<file path="config.mk">
export PLATFORM = sky130hd
export DESIGN_NAME = roulette_wheel_select
export DESIGN_NICKNAME = d
export VERILOG_FILES = /design/src/rtl/rws_pkg.sv /design/src/rtl/rws_front.sv /design/src/rtl/rws_back.sv /design/src/rtl/roulette_wheel_select.sv
export SDC_FILE = /design/constraint.sdc
export NUM_CORES = 2
export LEC_CHECK = 0
export ABC_AREA = 1
export BUFFER_PORTS_ARGS = -buffer_cell sky130_fd_sc_hd__buf_2
export CELL_PAD_IN_SITES_DETAIL_PLACEMENT = 0
export CELL_PAD_IN_SITES_GLOBAL_PLACEMENT = 2
export CORE_ASPECT_RATIO = 0.9
export CORE_UTILIZATION = 32
export CTS_CLUSTER_DIAMETER = 60
export DETAILED_ROUTE_END_ITERATION = 8
export PLACE_DENSITY_LB_ADDON = 0.1
export SYNTH_ARGS = -nofsm -noshare
export SYNTH_HDL_FRONTEND = slang
export SYNTH_SLANG_ARGS = --single-unit
</file>
<file path="constraint.sdc">
create_clock -name clk_i -period 5.5 [get_ports clk_i]
set_clock_uncertainty 0.2 [all_clocks]
set_input_delay 0.275 -clock clk_i [delete_from_list [all_inputs] [get_ports clk_i]]
set_output_delay 0.275 -clock clk_i [all_outputs]
set_load 0.03 [all_outputs]
</file>
<file path="src/rtl/rws_pkg.sv">
// shared types and constants for the roulette wheel selector
package rws_pkg;

  // default number of wheel entries the store holds
  localparam int unsigned DefaultMaxEntries = 64;

  // field widths fixed by the interface
  localparam int unsigned FuncW      = 1;
  localparam int unsigned CfgW       = 7;
  localparam int unsigned IdxInW     = 6;
  localparam int unsigned OperandW   = 16;
  localparam int unsigned SumW       = 22;
  localparam int unsigned ProdW      = OperandW + SumW;
  localparam int unsigned SelW       = 6;

  // entry_count value after reset
  localparam logic [CfgW-1:0] EntryCountReset = 7'd64;

  // command queue between front and back
  localparam int unsigned QueueDepth = 2;
  localparam int unsigned QPtrW      = $clog2(QueueDepth);
  localparam int unsigned QCntW      = $clog2(QueueDepth + 1);

  // item function codes
  typedef enum logic [FuncW-1:0] {
    FUNC_LOAD = 1'b0,
    FUNC_SPIN = 1'b1
  } func_e;

  // back end sequencer states
  typedef enum logic [1:0] {
    ST_IDLE,
    ST_LOAD,
    ST_MUL,
    ST_SCAN
  } back_state_e;

  // classified command: kind plus weight (load) or random fraction (spin)
  typedef struct packed {
    func_e                kind;
    logic [OperandW-1:0]  operand;
  } cmd_t;

endpackage

</file>
<file path="src/rtl/rws_front.sv">
// front end: takes items, drops loads beyond the store, queues commands
module rws_front #(
  parameter int unsigned MaxEntries = rws_pkg::DefaultMaxEntries
) (
  input  logic                              clk_i,
  input  logic                              rst_ni,
  input  logic                              start_i,
  output logic                              busy_o,
  input  logic [rws_pkg::FuncW-1:0]         func_i,
  input  logic [rws_pkg::IdxInW-1:0]        weight_index_i,
  input  logic [rws_pkg::OperandW-1:0]      weight_i,
  input  logic [rws_pkg::OperandW-1:0]      random_fraction_i,
  output logic                              cmd_valid_o,
  output rws_pkg::cmd_t                     cmd_o,
  output logic [$clog2(MaxEntries)-1:0]     cmd_idx_o,
  input  logic                              cmd_pop_i
);
  import rws_pkg::*;

  localparam int unsigned AW    = $clog2(MaxEntries);
  localparam int unsigned CntW  = $clog2(MaxEntries + 1);
  localparam int unsigned ExtW  = (CntW > CfgW) ? CntW : CfgW;

  cmd_t             q_cmd_q [QueueDepth];
  logic [AW-1:0]    q_idx_q [QueueDepth];
  logic [QPtrW-1:0] wr_ptr_q, wr_ptr_d;
  logic [QPtrW-1:0] rd_ptr_q, rd_ptr_d;
  logic [QCntW-1:0] count_q, count_d;

  logic             full;
  logic             accept;
  logic             push;
  logic             pop;
  logic             idx_in_range;
  logic [ExtW-1:0]  idx_ext;
  cmd_t             new_cmd;

  // classify the incoming item
  always_comb begin
    idx_ext        = ExtW'(weight_index_i);
    idx_in_range   = idx_ext < ExtW'(MaxEntries);
    new_cmd.kind   = func_e'(func_i);
    new_cmd.operand = (func_e'(func_i) == FUNC_SPIN) ? random_fraction_i : weight_i;
  end

  // transfer in; loads beyond the store are taken and discarded
  assign full   = count_q == QCntW'(QueueDepth);
  assign busy_o = full;
  assign accept = start_i && !full;
  assign push   = accept && ((new_cmd.kind == FUNC_SPIN) || idx_in_range);
  assign pop    = cmd_pop_i && (count_q != '0);

  // queue pointers and fill level
  always_comb begin
    wr_ptr_d = push ? wr_ptr_q + QPtrW'(1) : wr_ptr_q;
    rd_ptr_d = pop ? rd_ptr_q + QPtrW'(1) : rd_ptr_q;
    count_d  = count_q + QCntW'(push) - QCntW'(pop);
  end

  always_ff @(posedge clk_i or negedge rst_ni) begin
    if (!rst_ni) begin
      wr_ptr_q <= '0;
      rd_ptr_q <= '0;
      count_q  <= '0;
    end else begin
      wr_ptr_q <= wr_ptr_d;
      rd_ptr_q <= rd_ptr_d;
      count_q  <= count_d;
    end
  end

  // queue storage
  always_ff @(posedge clk_i) begin
    if (push) begin
      q_cmd_q[wr_ptr_q] <= new_cmd;
      q_idx_q[wr_ptr_q] <= idx_ext[AW-1:0];
    end
  end

  // head of queue to the back end
  assign cmd_valid_o = count_q != '0;
  assign cmd_o       = q_cmd_q[rd_ptr_q];
  assign cmd_idx_o   = q_idx_q[rd_ptr_q];

endmodule

</file>
<file path="src/rtl/rws_back.sv">
// back end: cumulative sum store, load update, spin scaling and scan
module rws_back #(
  parameter int unsigned MaxEntries = rws_pkg::DefaultMaxEntries
) (
  input  logic                              clk_i,
  input  logic                              rst_ni,
  input  logic                              entry_count_we_i,
  input  logic [rws_pkg::CfgW-1:0]          entry_count_i,
  input  logic                              cmd_valid_i,
  input  rws_pkg::cmd_t                     cmd_i,
  input  logic [$clog2(MaxEntries)-1:0]     cmd_idx_i,
  output logic                              cmd_pop_o,
  output logic                              done_o,
  output logic [rws_pkg::SelW-1:0]          selected_index_o
);
  import rws_pkg::*;

  localparam int unsigned AW    = $clog2(MaxEntries);
  localparam int unsigned CntW  = $clog2(MaxEntries + 1);
  localparam int unsigned ExtW  = (CntW > CfgW) ? CntW : CfgW;

  back_state_e       state_q, state_d;
  logic [CfgW-1:0]   entry_count_q;
  cmd_t              op_q;
  logic [AW-1:0]     op_idx_q;
  logic [AW-1:0]     last_q;
  logic [SumW-1:0]   d_q;
  logic [AW-1:0]     cmp_q;
  logic [AW-1:0]     count_q;
  logic              done_q, done_d;
  logic [SelW-1:0]   sel_q, sel_d;

  logic [SumW-1:0]   mem_q [MaxEntries];
  logic [SumW-1:0]   rdata_q;
  logic [AW-1:0]     raddr;
  logic              mem_we;
  logic [SumW-1:0]   wdata;

  logic [ExtW-1:0]   cnt_ext;
  logic [ExtW-1:0]   cnt_m1;
  logic [AW-1:0]     n_m1;
  logic [SumW:0]     load_sum;
  logic [SumW-1:0]   prev_sum;
  logic [ProdW-1:0]  product;
  logic              hit;
  logic              scan_last;
  logic [AW-1:0]     count_next;
  logic [ExtW-1:0]   count_ext;

  // entry count register
  always_ff @(posedge clk_i or negedge rst_ni) begin
    if (!rst_ni) begin
      entry_count_q <= EntryCountReset;
    end else if (entry_count_we_i) begin
      entry_count_q <= entry_count_i;
    end
  end

  // last index in use: zero acts as one, large values clamp to the store
  always_comb begin
    cnt_ext = ExtW'(entry_count_q);
    cnt_m1  = cnt_ext - ExtW'(1);
    if (cnt_ext == '0) begin
      n_m1 = '0;
    end else if (cnt_ext > ExtW'(MaxEntries)) begin
      n_m1 = AW'(MaxEntries - 1);
    end else begin
      n_m1 = cnt_m1[AW-1:0];
    end
  end

  // next state
  always_comb begin
    state_d = state_q;
    case (state_q)
      ST_IDLE: begin
        if (cmd_valid_i) begin
          state_d = (cmd_i.kind == FUNC_SPIN) ? ST_MUL : ST_LOAD;
        end
      end
      ST_LOAD: state_d = ST_IDLE;
      ST_MUL: begin
        state_d = (last_q == '0) ? ST_IDLE : ST_SCAN;
      end
      ST_SCAN: begin
        if (scan_last) begin
          state_d = ST_IDLE;
        end
      end
      default: state_d = ST_IDLE;
    endcase
  end

  // datapath values
  always_comb begin
    prev_sum   = (op_idx_q == '0) ? '0 : rdata_q;
    load_sum   = {1'b0, prev_sum} + (SumW + 1)'(op_q.operand);
    wdata      = load_sum[SumW] ? {SumW{1'b1}} : load_sum[SumW-1:0];
    product    = ProdW'(op_q.operand) * ProdW'(rdata_q);
    hit        = rdata_q <= d_q;
    scan_last  = cmp_q == (last_q - AW'(1));
    count_next = count_q + AW'(hit);
    count_ext  = ExtW'(count_next);
  end

  // sequencer outputs
  always_comb begin
    cmd_pop_o = 1'b0;
    mem_we    = 1'b0;
    raddr     = '0;
    done_d    = 1'b0;
    sel_d     = sel_q;
    case (state_q)
      ST_IDLE: begin
        cmd_pop_o = cmd_valid_i;
        raddr     = (cmd_i.kind == FUNC_SPIN) ? n_m1 : cmd_idx_i - AW'(1);
      end
      ST_LOAD: mem_we = 1'b1;
      ST_MUL: begin
        raddr = '0;
        if (last_q == '0) begin
          done_d = 1'b1;
          sel_d  = '0;
        end
      end
      ST_SCAN: begin
        raddr = cmp_q + AW'(1);
        if (scan_last) begin
          done_d = 1'b1;
          sel_d  = count_ext[SelW-1:0];
        end
      end
      default: ;
    endcase
  end

  // control registers
  always_ff @(posedge clk_i or negedge rst_ni) begin
    if (!rst_ni) begin
      state_q <= ST_IDLE;
      done_q  <= 1'b0;
    end else begin
      state_q <= state_d;
      done_q  <= done_d;
    end
  end

  // operand, scan and result registers
  always_ff @(posedge clk_i) begin
    sel_q <= sel_d;
    if (cmd_pop_o) begin
      op_q     <= cmd_i;
      op_idx_q <= cmd_idx_i;
      last_q   <= n_m1;
    end
    if (state_q == ST_MUL) begin
      d_q     <= product[ProdW-1:OperandW];
      cmp_q   <= '0;
      count_q <= '0;
    end else if (state_q == ST_SCAN) begin
      cmp_q   <= cmp_q + AW'(1);
      count_q <= count_next;
    end
  end

  // cumulative sum store, registered read
  always_ff @(posedge clk_i) begin
    if (mem_we) begin
      mem_q[op_idx_q] <= wdata;
    end
    rdata_q <= mem_q[raddr];
  end

  assign done_o           = done_q;
  assign selected_index_o = sel_q;

endmodule

</file>
<file path="src/rtl/roulette_wheel_select.sv">
// top level of the roulette wheel selector
//
// Usage: items enter on start_i while busy_o is low. func_i low loads one
// weight at weight_index_i; loads come in ascending index order and each
// stores the running cumulative sum, saturated at 22 bits. func_i high spins
// the wheel with random_fraction_i; the spin scales the fraction by the
// wheel total and returns on selected_index_o the count of cumulative entries
// among the first entry_count-1 that do not exceed the scaled value.
// Each spin result is shown for one cycle with done_o high; the receiver
// cannot stall it. Loads give no result.
// The user must write entry_count with entry_count_we_i only while the block
// is idle; the block itself does not enforce this. entry_count resets to 64.
// Reset empties the command queue; the sum store holds no defined data
// until loaded.
// Sequencing: a two-entry queue sits between intake and execution. The
// execute side does a load as a store read of the previous sum and a store
// write, and a spin as one store read for the total, one multiply, then one
// store entry compared per cycle over a single read port.
module roulette_wheel_select #(
  parameter int unsigned MaxEntries = rws_pkg::DefaultMaxEntries
) (
  input  logic                              clk_i,
  input  logic                              rst_ni,
  input  logic                              start_i,
  output logic                              busy_o,
  input  logic [rws_pkg::FuncW-1:0]         func_i,
  input  logic [rws_pkg::IdxInW-1:0]        weight_index_i,
  input  logic [rws_pkg::OperandW-1:0]      weight_i,
  input  logic [rws_pkg::OperandW-1:0]      random_fraction_i,
  input  logic                              entry_count_we_i,
  input  logic [rws_pkg::CfgW-1:0]          entry_count_i,
  output logic                              done_o,
  output logic [rws_pkg::SelW-1:0]          selected_index_o
);
  import rws_pkg::*;

  localparam int unsigned AW = $clog2(MaxEntries);

  logic           cmd_valid;
  cmd_t           cmd;
  logic [AW-1:0]  cmd_idx;
  logic           cmd_pop;

  // intake and command queue
  rws_front #(
    .MaxEntries (MaxEntries)
  ) u_front (
    .clk_i             (clk_i),
    .rst_ni            (rst_ni),
    .start_i           (start_i),
    .busy_o            (busy_o),
    .func_i            (func_i),
    .weight_index_i    (weight_index_i),
    .weight_i          (weight_i),
    .random_fraction_i (random_fraction_i),
    .cmd_valid_o       (cmd_valid),
    .cmd_o             (cmd),
    .cmd_idx_o         (cmd_idx),
    .cmd_pop_i         (cmd_pop)
  );

  // execution
  rws_back #(
    .MaxEntries (MaxEntries)
  ) u_back (
    .clk_i            (clk_i),
    .rst_ni           (rst_ni),
    .entry_count_we_i (entry_count_we_i),
    .entry_count_i    (entry_count_i),
    .cmd_valid_i      (cmd_valid),
    .cmd_i            (cmd),
    .cmd_idx_i        (cmd_idx),
    .cmd_pop_o        (cmd_pop),
    .done_o           (done_o),
    .selected_index_o (selected_index_o)
  );

endmodule

</file>
== After elaboration in Yosys (flattened, before gate mapping) ==
Memories as Yosys holds them, arrays and structs flattened. A register that Yosys moved wholly into a read port is not among the register bits.
Index checks and enable logic that the tools add are counted.

* Flip-flop bits (word level): 82
* RAM bits: 1,454
* Word-level logic and storage cells: 72
* Memories: 3

* $add $sub $neg: 10
* $mul: 1
* Order comparisons: 2
* Equality and inequality tests: 8
* Multiplexer cells: 24
* Reduce and logical (&&, ||, !) cells: 11

{| class="wikitable"
|+ Memories
! memory !! depth !! width !! read ports !! clocked after Yosys merged registers in !! wr ports !! RTL line !! source
|-
| u_back.mem_q || 64 || 22 || 1 || 1 || 1 || rws_back.sv:33 || <nowiki>logic [SumW-1:0] mem_q [MaxEntries];</nowiki>
|-
| u_front.q_cmd_q || 2 || 17 || 1 || 0 || 1 || rws_front.sv:24 || <nowiki>cmd_t q_cmd_q [QueueDepth];</nowiki>
|-
| u_front.q_idx_q || 2 || 6 || 1 || 0 || 1 || rws_front.sv:25 || <nowiki>logic [AW-1:0] q_idx_q [QueueDepth];</nowiki>
|}

{| class="wikitable"
|+ Operators with widths
! kind !! count
|-
| $mux W22 || 2
|-
| $mul A16 B22 Y38 || 1
|-
| $mux W6 || 5
|-
| $pmux W6 S2 || 2
|-
| $add A22 B16 Y23 || 1
|-
| $le A22 B22 Y1 || 1
|-
| $sub A6 B1 Y6 const B || 3
|-
| $mux W16 || 1
|-
| $logic_not A6 Y1 || 2
|-
| $mux W1 || 8
|-
| $mux W2 || 4
|-
| $pmux W2 S4 || 1
|-
| $gt A7 B7 Y1 const B || 1
|-
| $logic_not A7 Y1 || 1
|-
| $add A6 B1 Y6 || 1
|-
| $add A6 B1 Y6 const B || 1
|-
| $eq A2 B2 Y1 const B || 3
|-
| $eq A6 B6 Y1 || 1
|-
| $ne A2 B1 Y1 const B || 3
|-
| $reduce_bool A2 Y1 || 2
|-
| $reduce_and A3 Y1 || 1
|-
| $add A1 B1 Y1 const B || 2
|-
| $add A2 B1 Y2 || 1
|-
| $eq A2 B1 Y1 const B || 1
|-
| 6 further kinds || 7
|}

== Depth between registers and ports, before layout ==
* Word-level depth: 5
* Gate-level depth with buffers: 27
* Mapped depth without buffers: 25

== Cells and area by module ==
A second synthesis with hierarchy kept.

* Cell total of the unflattened synthesis: 7,832
* Area total of the unflattened synthesis: 80,721.2 µm²

{| class="wikitable"
|+ By module, submodules not included
! module !! times used !! cells each !! area an instance (µm²) !! seq. area each (µm²)
|-
| rws_back || 1 || 7,628 || 78,530.3 || 44,894.3
|-
| rws_front || 1 || 204 || 2,190.9 || 1,481.4
|}

== Worst setup path after synthesis ==
OpenSTA, ideal clock, no wires.

* Kind: reg2reg
* Start: register u_back.rdata_q[19], read port of u_back.mem_q
* End: register u_back.d_q[21] (data pin)
* Library setup time: 269 ps
* Data arrival time: 5,514 ps
* Setup slack: -483 ps
* Stages on the path, launching flop included: 25
* Buffers on the path: 2
* Cells stage by stage: dfxtp_1 > clkbuf_1 > clkbuf_1 > nand2_1 > fa_1 > inv_1 > fa_1 > inv_1 > fa_1 > inv_1 > fa_1 > fa_1 > inv_1 > fa_1 > inv_1 > ha_1 > nand2_1 > nor2_1 > inv_1 > nor3_1 > nand2_1 > nand3_1 > a21oi_1 > o31ai_1 > xor2_1

* Longest elaborated chain between the ends: 1

{| class="wikitable"
|+ Ends and longest elaborated chain
! item !! RTL line !! source
|-
| from (decl) || rws_back.sv:34 || <nowiki>logic [SumW-1:0] rdata_q;</nowiki>
|-
| $mul A16 B22 Y38 || rws_back.sv:99 || <nowiki>product = ProdW'(op_q.operand) * ProdW'(rdata_q);</nowiki>
|-
| via u_back.product[37] || rws_back.sv:44 || <nowiki>logic [ProdW-1:0] product;</nowiki>
|-
| to (signal assigned) || rws_back.sv:157 || <nowiki>d_q <= product[ProdW-1:OperandW];</nowiki>
|-
| to (decl) || rws_back.sv:27 || <nowiki>logic [SumW-1:0] d_q;</nowiki>
|}

The timed path passes the listed nets, and every way through them passes these cells.
A chain may end at the register's enable or synchronous reset.

== Final worst setup path ==
* Start: register u_back.op_q[4] (netlist bit)
* End: register u_back.d_q[21] (data pin)

* Longest elaborated chain between the ends: 1

{| class="wikitable"
|+ Ends and longest elaborated chain
! item !! RTL line !! source
|-
| from (decl) || rws_back.sv:24 || <nowiki>cmd_t op_q;</nowiki>
|-
| from (signal assigned) || rws_back.sv:152 || <nowiki>op_q <= cmd_i;</nowiki>
|-
| $mul A16 B22 Y38 || rws_back.sv:99 ||
|-
| via u_back.product[37] || rws_back.sv:44 ||
|}

The timed path passes the listed nets, and every way through them passes these cells.

==> flow_summary.yaml <==
synth:
  avgSynthCellArea_sq_um: 10.4
  synthCells: 7809
  synth_top_area_share_pct: 56.0
  yosys.area.top_type: "edfxtp_1"
  yosys.cell_types.count: 54
  yosys_warnings: 0
  ys_seq_area_share_pct: 57.3
  synth_seq_cells: 1558
  synth.area.top_cells: "edfxtp_1 56%, nand3_1 9.2%, fa_1 6.9%"
  netlist_area_sq_um: 80900
  synth_nets: 8295
worst_setup_path:
  worstSetupStartpoint: "u_back.op_q[4]$_DFFE_PP_"
  r2r_end: "u_back.d_q[21]$_DFFE_PN_"
  critical_path_required_ns: 5.86
  crit_fanout: 13
  ff2ff_path_depth: 22
  rrSetupSlack_ns: -0.29
  timing.rr.start: "u_back.op_q[4]$_DFFE_PP_"
  setup.worst_path.end: "u_back.d_q[21]$_DFFE_PN_"
  start_kind: "flop"
  cp-end-kind: "flop"
  critical_path_class: "flop to flop"
  crit_arrival_ns: 6.16
worst_hold_path:
  min_path_type: "input port to flop"
clocking:
  clkTransAtPathRegs_ns: 0.06
  clockBufferDepth: 4
  cts_htree_levels: 4
  cts-root-buf: "clkbuf_16"
  cts_buffers: 197
  cts.sinks: 1558
  tritoncts: "yes"
  clk_latency_ns: 0.88
die:
  dieArea_sq_um: 255000
  floorplan.initialDensity_pct: 32.3
  dieHeight_um: 479
  rows: 174
  fp.coreArea_sq_um: 251000
  ios: 58
  dieWidth_um: 532
finish:
  final_core_util_pct: 38.8
  regArea_sq_um: 46400
  fillerInstances: 24417
  stdcell_count: 11722
  drive_gt1_share_pct: 14.2
  synthToLayoutAreaGrowth_pct: 20.1
  final_nets: 8700
  multi_input_area_sq_um: 28700
timing:
  period_share_pct: 105
  worstMarginPinSlew_ns: 1.04
  setup_slack_ns: -0.293
  maxSlewViolCount: 0
  rsz0062_at_grt: "true"
  layout_min_cycle_time_ns: 5.79
  setup_viol: 22
  clock.fmax_mhz: 173
  hold_viol_final: 0
  relSlewSlack_pct: 30.8
placement:
  port_buffers: 57
  hpwl_mm: 185
  dp.cells: 11252
  place_congestion: 0.847
global_route:
  grt_pass1_wl_mm: 416
  antenna_found_initial: 15
  grt_max_degree: 127
  overflow: 0
  grt_pass1_vias: 56656
  gr-usage-all-layers_pct: 22.4
route:
  drc: 0
  routed_wirelength_mm: 287
  first_pass_iters: 6
  wl_per_cell_um: 24.5
  ant_nets: 0
  dr_total_vias: 57254
  routed_via_density: 4.88
  drt_iter0_drc: 4873
flow_run:
  maxCapViolations: 0
run_status:
  failed_checks: "setup timing"
  status: "finished, violations left"
metal layers:
layer	global-route usage [%]	vias up	part of all wire [%]
li1	-	26764	-
met1	33.1	28842	48
met2	34.9	1348	45
met3	3.16	298	5.1
met4	4.37	2	1.9
met5	0	-	0.0028
state kept, by name, summed over array words and instances, names as in the netlist, 7 cells and up:
signal           cells
u_back.rdata_q      22
u_back.cnt_ext       7
u_back.op_q         16
u_back.mem_q      1408
u_front.q_cmd_q     34
u_back.d_q          22
u_front.q_idx_q     12
metrics by stage:
stage | cell area (sq um) | setup slack [ns] | hold slack, ns | setup TNS (ns)
floorplan | 81400 | -0.00908 | -0.221 | -0.00908
global route | 97200 | -0.502 | 0.0826 | -9.60
CTS | 96800 | -0.299 | 0.0349 | -4.24
detailed placement | 89200 | -0.595 | 0.0138 | -8.35
finish | 97200 | -0.293 | 0.109 | -5.21
global placement | 89200 | -0.524 | 0.0102 | -8.08
critical path: stages, from the launching register on:
cell and delay [ns]:
edfxtp_1 0.41, buf_12 0.18, nand2_2 0.07, inv_2 0.04
fa_1 0.54, inv_1 0.05, fa_1 0.51, fa_1 0.45
fa_1 0.55, inv_1 0.05, fa_1 0.51, fa_1 0.45
ha_4 0.32, buf_6 0.10, nand2_4 0.06, nor2_4 0.12
nand3_2 0.09, nor3_2 0.17, nand2_1 0.11, nand3_4 0.17
a21oi_4 0.08, o31ai_2 0.20, xor2_1 0.10
cells in the final DEF (no fill, tap or decap), types with 57 or more instances in the layout:
cell type,n
inv_1,1292
clkbuf_16,202
nor2_1,396
edfxtp_1,1510
buf_12,130
a21oi_1,58
buf_2,57
fa_1,273
buf_4,392
nor2_2,65
nand2_1,1156
ha_1,138
dlygate4sd3_1,74
nand3_1,1463
nand3b_1,484
Yosys cell counts, drive strengths merged:
cell type,count
o21a,7
a21oi,93
o311a,1
o211ai,1
nor2,473
and2,1
and3,1
dfstp,1
or3,1
edfxtp,1510
nor4b,1
a21o,5
nand3,1481
o21ai,95
nand3b,484
nor3,9
a211oi,3
fa,278
nand4,21
mux2,17
xor2,31
o211a,1
or2,27
dfrtp,13
xnor2,15
dfxtp,34
a31oi,6
clkbuf,178
mux2i,1
a21boi,3
o21bai,4
buf,293
inv,1325
nand2,1214
ha,158
o221ai,4
a41oi,1
o2111ai,2
nor4,11
o22ai,4
o31ai,1
layout make-up:
| class | count | share of cell area (%) |
|---|---|---|
| antenna | 17 | 0.0438 |
| tap | 3344 | 4.30 |
| clock inverter | 93 | 0.734 |
| sequential | 1558 | 47.7 |
| timing repair buffer | 677 | 7.07 |
| clock buffer | 253 | 5.43 |
| multi-input combinational | 4455 | 29.6 |
| inverter | 1325 | 5.14 |
cell families (layout without fill, tap and decap cells):
group / Yosys count / in the layout / share of synthesized area (%)
simple gates: 3724 / 3724 / 22.0
buf+inv: 1796 / 2348 / 8.99
flops: 1558 / 1558 / 57.3
fa+ha+maj: 436 / 436 / 9.32
compound gates: 231 / 231 / 1.60
xor+xnor: 46 / 46 / 0.498
mux: 18 / 18 / 0.249
other cells: 0 / 17 / 0
how the worst min path moves through the flow:
stage               depth (start not counted)            startpoint  slack, ns                         endpoint
floorplan                                   0                rst_ni      -0.22    u_back.cnt_ext[0]$_DFFE_PN0P_
CTS                                         3  random_fraction_i[6]       0.03  u_front.q_cmd_q[0][6]$_DFFE_PP_
detailed placement                          1                rst_ni       0.01     u_front.rd_ptr_q$_DFFE_PN0P_
global route                                3           weight_i[7]       0.08  u_front.q_cmd_q[1][7]$_DFFE_PP_
global placement                            1                rst_ni       0.01     u_front.rd_ptr_q$_DFFE_PN0P_
finish                                      3  random_fraction_i[6]       0.11  u_front.q_cmd_q[0][6]$_DFFE_PP_
repair_timing:
action	CTS	global route
hold buffers	74	0
gates cloned	1	0
endpoints found under the hold margin	116	0
setup buffers	19	13
gates resized for setup	175	69
endpoints found under the setup margin	22	22
pin swaps	52	20
Power is not shown: default switching activity piles up to over one toggle a cycle in this logic, so the estimate is an artifact.
